File: src/rtl/core/assert_macros.svh
// assertion macros used by the merge sorter datapath
`ifndef ASSERT_MACROS_SVH
`define ASSERT_MACROS_SVH

// property that must hold at every clock edge out of reset
`define ASSERT_ALWAYS(label, expr, msg) \
	label: assert property (@(posedge clk) disable iff (!arst_n) (expr)) else $error(msg);

// when pre holds, post must hold in the same cycle
`define ASSERT_IMPLIES(label, pre, post, msg) \
	label: assert property (@(posedge clk) disable iff (!arst_n) (pre) |-> (post)) else $error(msg);

`endif

File: src/rtl/core/msort_pkg.sv
// shared constants and controller/datapath types for the merge sorter
`default_nettype none

package msort_pkg;

	localparam int SORT_DEPTH = 64;
	localparam int DATA_W     = 32;
	localparam int IDX_W      = $clog2(SORT_DEPTH);
	localparam int CNT_W      = $clog2(SORT_DEPTH + 1);
	// two extra bits hold run bounds, which can pass the depth before clipping
	localparam int WIDE_W     = IDX_W + 2;

	typedef logic [CNT_W-1:0]  count_t;
	typedef logic [WIDE_W-1:0] pos_t;

	typedef struct packed {
		logic load;
		logic start_sort;
		logic pass_end;
		logic run_init;
		logic merge_step;
		logic run_next;
		logic out_addr;
		logic out_load;
		logic out_next;
		logic clear_set;
	} cmd_t;

	typedef struct packed {
		logic width_lt_n;
		logic lo_lt_n;
		logic run_last;
		logic out_last;
	} status_t;

endpackage

`default_nettype wire

File: src/rtl/core/msort_ctrl.sv
// merge sorter controller: load, merge passes and result sequencing
`default_nettype none

module msort_ctrl (
	input  wire logic               clk,
	input  wire logic               arst_n,
	input  wire logic               in_valid,
	input  wire logic               in_last,
	output logic                    in_ready,
	output logic                    out_valid,
	input  wire logic               out_ready,
	input  wire msort_pkg::status_t status,
	output msort_pkg::cmd_t         cmd
);

	typedef enum logic [2:0] {
		S_LOAD,
		S_PASS_CHK,
		S_RUN_CHK,
		S_READ,
		S_MERGE,
		S_OUT_READ,
		S_OUT_LOAD,
		S_OUT_WAIT
	} state_t;

	state_t state_q;
	logic   ready_q;
	logic   valid_q;
	logic   in_acc;
	logic   out_acc;

	assign in_ready  = ready_q;
	assign out_valid = valid_q;
	assign in_acc    = in_valid && ready_q;
	assign out_acc   = valid_q && out_ready;

	always_comb begin
		cmd = '0;
		unique case (state_q)
			S_LOAD: begin
				cmd.load       = in_acc;
				cmd.start_sort = in_acc && in_last;
			end
			S_PASS_CHK: begin
			end
			S_RUN_CHK: begin
				cmd.run_init = status.lo_lt_n;
				cmd.pass_end = !status.lo_lt_n;
			end
			S_READ: begin
			end
			S_MERGE: begin
				cmd.merge_step = 1'b1;
				cmd.run_next   = status.run_last;
			end
			S_OUT_READ: begin
				cmd.out_addr = 1'b1;
			end
			S_OUT_LOAD: begin
				cmd.out_load = 1'b1;
			end
			S_OUT_WAIT: begin
				cmd.out_next  = out_acc;
				cmd.clear_set = out_acc && status.out_last;
			end
			default: begin
			end
		endcase
	end

	always_ff @(posedge clk or negedge arst_n) begin
		if (!arst_n) begin
			state_q <= S_LOAD;
			ready_q <= 1'b1;
			valid_q <= 1'b0;
		end else begin
			unique case (state_q)
				S_LOAD: begin
					if (in_acc && in_last) begin
						state_q <= S_PASS_CHK;
						ready_q <= 1'b0;
					end
				end
				S_PASS_CHK: begin
					state_q <= status.width_lt_n ? S_RUN_CHK : S_OUT_READ;
				end
				S_RUN_CHK: begin
					state_q <= status.lo_lt_n ? S_READ : S_PASS_CHK;
				end
				S_READ: begin
					state_q <= S_MERGE;
				end
				S_MERGE: begin
					state_q <= status.run_last ? S_RUN_CHK : S_READ;
				end
				S_OUT_READ: begin
					state_q <= S_OUT_LOAD;
				end
				S_OUT_LOAD: begin
					state_q <= S_OUT_WAIT;
					valid_q <= 1'b1;
				end
				S_OUT_WAIT: begin
					if (out_acc) begin
						valid_q <= 1'b0;
						if (status.out_last) begin
							state_q <= S_LOAD;
							ready_q <= 1'b1;
						end else begin
							state_q <= S_OUT_READ;
						end
					end
				end
				default: begin
					state_q <= S_LOAD;
				end
			endcase
		end
	end

endmodule

`default_nettype wire

File: config.mk
export PLATFORM = sky130hd
export DESIGN_NAME = msort_ctrl
export DESIGN_NICKNAME = d
export VERILOG_FILES = /design/src/rtl/core/assert_macros.svh /design/src/rtl/core/msort_pkg.sv /design/src/rtl/core/msort_ctrl.sv
export SDC_FILE = /design/constraint.sdc
export NUM_CORES = 1
export LEC_CHECK = 0
export ABC_AREA = 1
export BUFFER_PORTS_ARGS = -buffer_cell sky130_fd_sc_hd__buf_2
export CORE_AREA = 5 5 42 44
export CTS_CLUSTER_SIZE = 30
export DETAILED_ROUTE_END_ITERATION = 8
export DIE_AREA = 0 0 47 49
export GPL_ROUTABILITY_DRIVEN = 0
export GPL_TIMING_DRIVEN = 0
export HOLD_SLACK_MARGIN = 0.05
export MAX_ROUTING_LAYER = met4
export PLACE_DENSITY = 0.54
export SLEW_MARGIN = 15
export SYNTH_ARGS = -nofsm -noshare
export SYNTH_HDL_FRONTEND = slang
export SYNTH_SLANG_ARGS = --single-unit
export TNS_END_PERCENT = 20
File: constraint.sdc
create_clock -name clk -period 2.21 [get_ports clk]
set_input_delay 0.3315 -clock clk [delete_from_list [all_inputs] [get_ports clk]]
set_output_delay 0.3315 -clock clk [all_outputs]
set_load 0.05 [all_outputs]
==> results of run 1 <==
[per-stage QoR]
stage          setup slack (ps)  total power, mW  hold slack, ps  util (%)  instances
5_1_grt                     285            0.934             353      39.5        102
2_1_floorplan               124            0.637            35.9         -         61
4_1_cts                     401            0.865             327      39.5        102
6_report                    423            0.860             334      39.5        102
3_3_place_gp                680            0.752             147      36.8         97
3_5_place_dp                674            0.752             147      36.8         97
[sequential cells by signal, indices dropped and copies added, names as in the netlist]
register,cells
state_q,3
in_ready,1
out_valid,1
[report_power, final]
part / internal (mW) / switching [mW]
registers: 0.136 / 0.0344
logic: 0.168 / 0.417
clock network: 0.0655 / 0.0391
[per-layer routing]
metal | share of wire [%] | wire length, µm | vias to the layer above | global-route usage (%)
li1 | - | - | 242 | -
met1 | 43 | 443 | 215 | 11.9
met2 | 52 | 537 | 13 | 16.5
met3 | 5.2 | 54 | 0 | 0
met4 | 0 | 0 | 0 | 6.91
met5 | 0 | 0 | - | -
[kinds of logic (layout without fill, tap and decap cells)]
group	count (synthesis)	in the layout
AND/OR/NAND/NOR	39	39
buffers and inverters	12	37
AO/OA/AOI/OAI	5	5
flip-flops	5	5
[timing repair]
action | in CTS | in global routing
hold buffers | 1 | 0
hold endpoints to repair | 4 | 0
setup buffers | 0 | 0
[worst paths after layout]
| check | slack, ps | endpoint | startpoint |
|---|---|---|---|
| max | 420 | cmd[6] | state_q[2]$_DFFE_PN0P_ |
| max in group asynchronous | 1570 | in_ready$_DFFE_PN1P_ | arst_n |
| min in group asynchronous | 430 | state_q[0]$_DFFE_PN0P_ | arst_n |
| min reg2reg | 490 | in_ready$_DFFE_PN1P_ | in_ready$_DFFE_PN1P_ |
| min | 330 | in_ready$_DFFE_PN1P_ | status[0] |
| max reg2reg | 1000 | state_q[0]$_DFFE_PN0P_ | state_q[1]$_DFFE_PN0P_ |
[layout make-up]
class / count / area share [%]
inverter: 10 / 6.79
clock buffer: 3 / 4.07
multi-input combinational: 44 / 38.5
clock inverter: 1 / 0.905
sequential: 5 / 22.9
timing repair buffer: 21 / 19.9
tap: 16 / 3.62
buffer: 2 / 3.39
[worst max-delay path, delay by kind of cell, from the launching register on]
family	cells	cell delay [ps]
simple gates	3	310
flops	1	370
buf+inv	4	530
[cell usage in the layout, fill, tap and decap left out, drive strengths merged]
master / instances
nor2: 14
inv: 10
nand2: 13
dfrtp: 4
clkbuf: 3
o2111ai: 1
dlygate4sd3: 1
o21ai: 4
clkinv: 1
nand4: 2
dfstp: 1
nor3: 3
nand3: 7
buf: 22
==> metrics list, run 1 <==
- During I/O placement, the number of pins put on the boundary was 21.
- Critical path cell sequence: buf_6 > nor2_1 > inv_1 > nor2_1 > nand2_1 > inv_1 > buf_2
* Effective utilization at floorplan: between 20 and 30%
- Grt total ovfl: 0
* CTS Buf Count: 3
- Yosys mapped the design onto 16 distinct sky130hd cell types.
- Final nets: 96
- Tightest Pin Transition: 252 ps
* Clock Skews: 2.76 ps
* First-pass GRT wire length: 1.73 mm
* Number of levels in the clock H-tree: 1
- Combinational family with the most area after synthesis: simple AND/OR/NAND/NOR gates
- Summing the areas of all compound-gate instances in the mapped netlist gives 7.32% of the synthesized area.
* Footprint of the multi-input gates: 213 µm²
* HPWL after DPL: 807 µm
- X dimension of the die: 47 µm
- Routed vias: 470
- After Yosys synthesis, and, or, nand and nor cells account for 46.2% of the synthesized area.
* Top achievable clock speed: around 0.56 GHz
* Pins over their slew limit: 0
* Number of sinks on the clock net: 5
* Power per cell area: 1560 mW/mm²
- Pin count of the biggest net entering global routing: 11
- Core footprint: 0.00140 mm²
* Outcome: complete, no violations
- Data on the critical path is required at its endpoint by approximately 1900 ps.
- Clock tree root driver cell: clkbuf_4
* Worst-case headroom to the max-slew limit: a little over four fifths
- Sequential cell area: 126 µm²
* Most common library cells after synthesis: nand2_1 (12), nor2_1 (12), inv_1 (8)
- Final number of hold-violating endpoints: 0
- Maximum net fanout on the critical path: 10
* First-pass iteration count of the detailed router: 4
* Critical Path AT: around 1500 ps
- Top cell type's share of synthesized area: 25.5%
* Worst-Skew Late Latency: 240 ps
- Period Utilization, post-route: 80.9%
- Adding up every negative setup slack in the final design gives 0 ps.
* Number of antenna violations at the first check in global routing: 0
- Setup repair after global routing missed its margin: false
- The floorplan step set the die height to 49 µm.
- The biggest area contributor in the post-synthesis netlist is dfrtp_1.
* Number of global-route vias before repair: 435
- After synthesis, the mean cell area works out to between 6 and 7 µm².
- The worst-case IR drop observed on VDD is 0.546 mV.
* Routed WL: 1.04 mm
- TritonCTS built the clock tree.
- Master of the slowest instance on the critical path: dfrtp_1
* Initial DRC count: 9
* Placed standard-cell area: 515 µm²
- The analysis attributes to cell leakage a power of between 0.3 and 0.4 nW.
- In this run the core area contains 14 standard-cell rows.
- Net count after synthesis: 70
- Dominant register cell in the synthesized netlist: dfrtp_1
- After clock tree synthesis, the clock-pin slew on the worst setup and hold paths is approximately 50 ps.
* Share of layout cells above drive strength 1: a little under two fifths
* Sequential fraction of the synthesis area: 32.2%
* DRC Markers: 0
- Critical path class: reg -> out
- Via-to-Cell Ratio: 4.61
- Across the run, the number of max-cap violations was 0.
- Number of gates resized after cts: 0
- The path class of the tightest hold or removal check is in -> reg.
- No sink is reached through more buffers than the 2 on the longest clock path.
- Global routing used 10.2% of the available tracks.
- The die covers 0.00230 mm².
- After routing the design area is about 550 µm².
- For the worst flop-to-flop path, the logic depth is 7.
- The worst setup path is captured at an output port.
- The worst path needs ~1800 ps of the cycle, external delays included.
* Post-synth EDFFs: 0
- Final setup violating endpoints: 0
- The count of nets left with antenna violations once routing finished came out at 0.
* Setup crit start kind: flip-flop
* Largest stage delay on the critical path: 370 ps
* Proportion of synthesized area in mux cells: 0%
* Yosys warning total: 0
- The synthesized design contains 5 register bits.
* Per-cell routed wire length: roughly 10 µm
* FFs w/ async S/R, synth: 100%
* XOR/XNOR Fraction of Synth Area: 0%
- Relative to the synthesized area, the layout overhead comes to 40.8%.
* Dominant cells by area after synthesis: dfrtp_1 (25%), nand2_1 (11%), nor2_1 (11%), nand3_1 (8.9%), inv_1 (7.6%)
* Synthesized cell area: 393 µm²
- Hold Path Stages: 3
- Filler instances: 175
* Cells after synthesis: 61
- 0 antenna diodes ended up in the layout.
- Adder and majority cell fraction of the synthesized area: 0%
- In this run the tool buffered the top-level ports with 20 buffer cells.
(Power assumes the default switching activity.)
==> run 2: changes to the inputs <==
- ABC_AREA: 1 -> 0
- PLACE_DENSITY: 0.54 -> 0.51
- clock period: 2.21 -> 1.79 ns (I/O delays scaled with it)
==> run 2 against run 1 <==
Against the previous run: largest power group unchanged; worst setup slack got worse by 360 ps; cell area down 2.3%; synthesized area down 8.9%; total power is 13% higher; non-clock buffer count grew 1.
==> metrics list, run 2 <==
- The number of primary I/O pins was 21 (unchanged).
- The flow ran to the end, and the final reports show no timing, DRC or antenna violations.
- The fraction of layout instances using a drive strength above 1 is 50.8% (+12 points).
* Number of levels in the clock H-tree: 1 (unchanged)
- Number of sinks on the clock net: 5 (unchanged)
* Register ranked first by flip-flop count: state_q
* DRC Markers: 0 (unchanged)
* Final critical path time including I/O delays and setup: 1730 ps
- Grt total ovfl: 0 (unchanged)
- Final number of hold-violating endpoints: 0 (unchanged)
- Row count: 14 (unchanged)
- Number of different library cells in the post-synthesis netlist: 24 (+8)
* Setup crit start kind: flip-flop
- The leakage power came to 0.264 nW (-20%).
- TritonCTS built the clock tree.
* Effective utilization at floorplan: 25.5% (-2.5 points)
- Clock Skews: 6.98 ps (+4.22 ps)
- The violation count after the first detailed-route iteration was 4 (-5).
* Yosys warning total: 0 (unchanged)
- The clock latency on the worst-skew pair was 240 ps (about the same).
- Height of the die: 49 µm (unchanged)
- The detailed-route via count is 388 (-17%).
- Combined global-route utilization of all metal layers: 9.27% (-0.98 points)
- The final number of max-transition violations came to 0 (unchanged).
* Final nets: 75 (-22%)
- The worst setup path is captured at an output port.
- On the critical path, the stage with the largest delay is an instance of dfrtp_1.
* Design Power: 0.970 mW (+13%)
* Count of nets left with antenna violations after detail routing: 0 (unchanged)
* Number of diodes: 0 (unchanged)
* Via-to-Cell Ratio: 4.79 (+4.0%)
* Routed WL: 904 µm (-13%)
* Largest stage delay on the critical path: 460 ps (+90 ps)
* First-pass GRT wire length: 1.53 mm (-12%)
- The total setup violations reported at the end of the flow came to 0 (unchanged).
* Critical path cell sequence: nor3_2 > and4_1 > buf_2
- Setup repair after global routing missed its margin: true
- The number of flip-flops in the largest register is 3 (unchanged).
- The peak supply drop came to 0.691 mV (+27%).
* X dimension of the die: 47 µm (unchanged)
- Syn-to-layout area delta: 51.0%
* Cells after synthesis: 40 (-34%)
- The transition at the pin with the smallest max-transition slack was 273 ps (+21.0 ps).
* Required @ worst endpoint: 1520 ps (-360 ps)
* Commonest non-fill, non-tap cells in the layout: buf_2 (18), clkbuf_4 (6)
* Register bit count reported by yosys: 5 (unchanged)
* Post-synth EDFFs: 0 (unchanged)
* Synthesized cell area: 358 µm² (-8.9%)
* Dominant cells by area after synthesis: dfrtp_1 (28%), dfstp_2 (7.3%), buf_6 (6.3%), a21oi_1 (5.6%), nand3_1 (5.6%)
- Clock tree root driver cell: clkbuf_4
- The multi-input combinational cell area is 223 µm² (+4.7%).
- Pin count of the biggest net entering global routing: 11 (unchanged)
* Net count after synthesis: 49 (-30%)
- Number of antenna violations at the first check in global routing: 0 (unchanged)
- The min-delay analysis places its worst path in the category in -> reg.
- The arrival time at the worst endpoint was 1460 ps (about the same).
- The top cell type's share of synthesized area was 28.0% (+2.5 points).
* Final worst setup slack: 64.4 ps (-358 ps)
* Number of global-route vias before repair: 343 (-21%)
- The critical path is of the reg -> out type.
- The fill cell instance count of the final layout came to 155 (-11%).
* Most frequent standard cell in the layout excluding fill and tap cells: buf_2
- Power per cell area: 1790 mW/mm² (+15%)
* Worst-case headroom to the max-slew limit: 81.7% (-1.6 points)
- Among all flip-flop cells after synthesis, the most frequent one is dfrtp_1.
* Clock transition at the registers of the reported paths: 50 ps (about the same)
- The average wire length per cell after detail routing is 11.2 µm (+10%).
- First-pass iteration count of the detailed router: 2 (-2)
- CTS Buf Count: 3 (unchanged)
- Mean post-synth cell area: 8.95 µm² (+39%)
- Maximum net fanout on the critical path: 5 (-5)
- The share of synthesized area occupied by flip-flops and latches is 35.3% (+3.1 points).
- Number of buffer cells added on primary ports: 20 (unchanged)
- The worst slack at placement was 305 ps (-369 ps).
- Most common library cells after synthesis: a21oi_1 (4), dfrtp_1 (4), nand2_1 (4), nand3_1 (4), nor2_1 (3)
- Top achievable clock speed: 0.580 GHz
- Cell type with the highest aggregate area in the netlist: dfrtp_1
* Sequential cell area: 126 µm² (unchanged)
* Period Utilization, post-route: 96.4%
- The async set-reset flop share out of synthesis came to 100% (unchanged).
* Number of maximum-capacitance violations: 0 (unchanged)
- The full die area is 0.00230 mm² (unchanged).
- Core footprint: 0.00140 mm² (unchanged)
* Maximum buffer depth of the clock tree: 2 (unchanged)
==> run 2: cell count changes after synthesis, moves of 3 or more <==
cell / change
nand2_1: -8
a21oi_1: +4
nand3_1: -3
nor2_1: -9
o21ai_0: -3
inv_1: -8
==> run 2: cells by family after synthesis <==
family | count (synthesis) | share of synthesized area [%]
and+or+nand+nor | 21 | 35.3
AOI/OAI and AO/OA | 11 | 21.7
DFF | 5 | 35.3
buffers and inverters | 3 | 7.69
==> run 2: worst paths after layout <==
kind / from / end / slack [ps] / cells after the start
worst max-delay path: state_q[1]$_DFFE_PN0P_ / cmd[8] / 60 / 3
worst min-delay path: in_last / state_q[0]$_DFFE_PN0P_ / 330 / 3
worst max register to register: state_q[2]$_DFFE_PN0P_ / state_q[2]$_DFFE_PN0P_ / 640 / 3
worst min register to register: in_ready$_DFFE_PN1P_ / in_ready$_DFFE_PN1P_ / 530 / 1
max in group asynchronous: arst_n / in_ready$_DFFE_PN1P_ / 1200 / 2
min in group asynchronous: arst_n / state_q[2]$_DFFE_PN0P_ / 380 / 2
==> run 2: where the power goes <==
group	internal [mW]	switching [mW]	total, mW
Clock	0.0842	0.0443	0.128
Sequential	0.171	0.0702	0.242
Combinational	0.201	0.399	0.600
==> run 2: per-layer routing <==
metal	GRT usage (%)	part of all wire, %	vias up
met4	2.76	0	0
met1	11.3	40	178
met3	4.43	5.4	0
met5	-	0	-
li1	-	-	201
met2	13.3	54	9
==> run 2: stage by stage <==
stage | TNS (ps) | util [%] | instances | hold slack (ps) | instance area [µm²]
floorplan | -159 | - | 40 | -27.1 | 377
global route | -49.1 | 38.6 | 81 | 321 | 541
global placement | 0 | 35.4 | 76 | 84.7 | 497
detailed placement | 0 | 35.4 | 76 | 88.1 | 497
CTS | 0 | 38.0 | 81 | 326 | 533
finish | 0 | 38.6 | 81 | 327 | 541
==> run 2: what timing repair did <==
item / CTS / global route
hold endpoints to repair: 5 / 0
setup buffers: 0 / 0
hold buffers: 1 / 0
setup endpoints to repair: 0 / 4
resized for setup: 0 / 3
==> run 2: worst max-delay path, delay by kind of cell, from the launching register on <==
| kind | cells | cell delay, ps |
|---|---|---|
| DFF | 1 | 460 |
| buffers and inverters | 1 | 260 |
| and+or+nand+nor | 2 | 490 |
==> run 2: final cells by class <==
type,count,area share [%]
buffer,3,5.56
clock buffer,4,4.86
multi-input combinational,32,41.2
sequential,5,23.4
tap,16,3.70
timing repair buffer,21,21.3
==> run 3: changes to the inputs <==
- ABC_AREA: 0 -> 1
- PLACE_DENSITY: 0.51 -> 0.54
==> run 3 against run 2 <==
Against the previous run: clock power is 5% lower; core utilization is 1.6 points higher; register-to-register slack worse by 40 ps; fmax is 4.3% higher; die area stayed put.
==> metrics list, run 3 (synthesis gave the netlist of run 1 again) <==
- Outcome: complete, no violations
- The diode insertion count for antenna repair came to 0 (unchanged).
* Die area: 0.00230 mm² (unchanged)
- Worst-case headroom to the max-slew limit: 83.3% (+1.6 points)
* Pin count of the biggest net entering global routing: 11 (unchanged)
- STA classifies the critical path endpoint as an output port.
- Number of levels in the clock H-tree: 1 (unchanged)
- Number of flip-flops in the largest register: 3 (unchanged)
- The routed wire length is 996 µm (+10%).
- The number of core rows was 14 (unchanged).
- The cell family contributing the most delay on the critical path is buffers and inverters.
* Number of global-route vias before repair: 406 (+18%)
- The standard cell core area came to 0.00140 mm² (unchanged).
- The worst hold path begins at status[0].
* Clock transition at the registers of the reported paths: 40 ps (about the same)
* Setup TNS: 0 ps (unchanged)
- Pins over their slew limit: 0 (unchanged)
- Largest stage delay on the critical path: 320 ps (-140 ps)
* Hold slack final: 287 ps (-40.2 ps)
- The first-pass GRT wire length is 1.52 mm (-0.46%).
* RR Startpoint: state_q[1]$_DFFE_PN0P_
- The timing-limited maximum frequency came to 0.605 GHz (+4.3%).
* Final critical path time including I/O delays and setup: 1650 ps (-71.8 ps)
- The transition at the pin with the smallest max-transition slack is 252 ps (-21.7 ps).
- Syn-to-layout area delta: 43.3%
* X dimension of the die: 47 µm (unchanged)
* Hold WC Path Type: in -> reg
- Counting flops per register, the top entry is state_q.
- The fraction of layout instances using a drive strength above 1 was 40.7% (-10 points).
* Final nets: 96 (+28%)
- First-pass iteration count of the detailed router: 4 (+2)
- The number of buffers on the longest clock path is 2 (unchanged).
* Leakage power figure: 0.325 nW (+23%)
* Count of nets left with antenna violations after detail routing: 0 (unchanged)
- The total clock buffers created by CTS came to 3 (unchanged).
- Maximum net fanout on the critical path: 9 (+4)
- The total clock sinks is 5 (unchanged).
- The number of primary I/O pins is 21 (unchanged).
- Power per cell area: 1900 mW/mm² (+5.8%)
- Peak supply drop: 0.913 mV (+32%)
* Critical Path AT: 1390 ps (-70 ps)
- The number of buffer and inverter stages on the critical path came to 3 (+2).
* Critical path cell sequence: buf_4 > nand3_1 > nor2_2 > nand2_1 > inv_1 > buf_2
- Commonest non-fill, non-tap cells in the layout: buf_2 (19), nand2_1 (12), nor2_1 (10)
* HPWL after DPL: 835 µm
* Critical path class: reg -> out
- The clock latency on the worst-skew pair was 230 ps (about the same).
* Number of buffer cells added on primary ports: 20 (unchanged)
* Height of the die: 49 µm (unchanged)
- Most frequent standard cell in the layout excluding fill and tap cells: buf_2
* Worst-case reg-to-reg path depth: 7 (+4)
- The number of antenna violations at the first check in global routing was 0 (unchanged).
- Period Utilization, post-route: 92.4% (-4.0 points)
* Clock tree root driver cell: clkbuf_4
- Final number of hold-violating endpoints: 0 (unchanged)
- The required time of the critical path is 1520 ps (about the same).
- The number of instances on the worst hold path is 3 (unchanged).
- Reg-to-reg setup timing slack: 600 ps (-40 ps)
- Final setup violating endpoints: 0 (unchanged)
- TritonCTS built the clock tree.
- The total power came to 1.07 mW (+10%).
* Combined global-route utilization of all metal layers: 9.00% (-0.27 points)
* Initial DRC count: 13 (+9)
- The average wire length per cell after detail routing was 9.76 µm (-13%).
- Grt total ovfl: 0 (unchanged)
- The routed via count divided by cell count is 4.51 (-5.9%).
- DRC Markers: 0 (unchanged)
* Clock Skews: 1.43 ps (-5.55 ps)
* Setup repair after global routing missed its margin: false
* Setup crit start kind: flip-flop
* Sink of the worst hold path: in_ready$_DFFE_PN1P_
- Routed vias: 460 (+19%)
* Crit Reg-Reg Endpoint: state_q[0]$_DFFE_PN0P_
- The number of violations of the max-capacitance limit is 0 (unchanged).
* Master of the slowest instance on the critical path: dfrtp_1
* Effective utilization at floorplan: 28.0% (+2.5 points)
run 3: cell count changes in the layout (fill, tap and decap cells not counted), moves of 2 or more:
cell and delta:
clkbuf_4 -2, o21ai_0 +3, a21o_1 -2, nand3_1 +3, inv_1 +8, nor2_1 +7
nor2_2 +2, nand2_1 +8, a21oi_1 -4, inv_2 +2
run 3: power by group:
part / switching (mW) / internal [mW] / total [mW]
clock network: 0.0373 / 0.0837 / 0.121
logic: 0.519 / 0.213 / 0.732
registers: 0.0446 / 0.171 / 0.216
total: 0.601 / 0.468 / 1.07
run 3: worst max-delay path by stage:
stage / start / endpoint / slack (ps) / depth (start not counted)
after floorplan: out_valid$_DFFE_PN0P_ / cmd[0] / -220 / 4
after global placement: state_q[2]$_DFFE_PN0P_ / cmd[6] / 310 / 7
after detailed placement: state_q[2]$_DFFE_PN0P_ / cmd[6] / 300 / 7
after CTS: state_q[2]$_DFFE_PN0P_ / cmd[6] / 50 / 7
after global routing: state_q[1]$_DFFE_PN0P_ / cmd[0] / 20 / 6
final: state_q[1]$_DFFE_PN0P_ / cmd[0] / 140 / 6
run 3: layout make-up:
cell class,count,area [µm²]
Timing Repair Buffer,21,113
Clock buffer,4,26.3
Multi-Input combinational cell,44,220
Fill cell,170,838
Buffer,2,18.8
Tap cell,16,20.0
Inverter,10,37.5
Sequential cell,5,128
run 3: what timing repair did:
item / CTS / global route
buffers inserted: 0 / 0
hold endpoints to repair: 5 / 0
setup endpoints to repair: 0 / 1
gates resized for setup: 0 / 3
hold buffers: 1 / 0
run 3: through the flow:
| stage | worst slack [ps] | util (%) | area [µm²] | cells |
|---|---|---|---|---|
| final | 136 | 40.2 | 563 | 102 |
| after global routing | 20.8 | 40.2 | 563 | 102 |
| after CTS | 53.5 | 39.7 | 557 | 102 |
| after detailed placement | 304 | 37.1 | 520 | 97 |
| after global placement | 311 | 37.1 | 520 | 97 |
| after floorplan | -215 | - | 400 | 61 |
run 3: worst min-delay path, cell delays in order:
cell     delay [ps]
buf_2           110
nand2_1          80
nand2_1          50
run 3: per-layer routing:
metal | track usage (%) | wire (µm) | vias to the layer above
met1 | 11.4 | 463 | 206
li1 | - | - | 244
met4 | 5.53 | 0 | 0
met3 | 0 | 48 | 0
met5 | - | 0 | -
met2 | 13.8 | 483 | 10
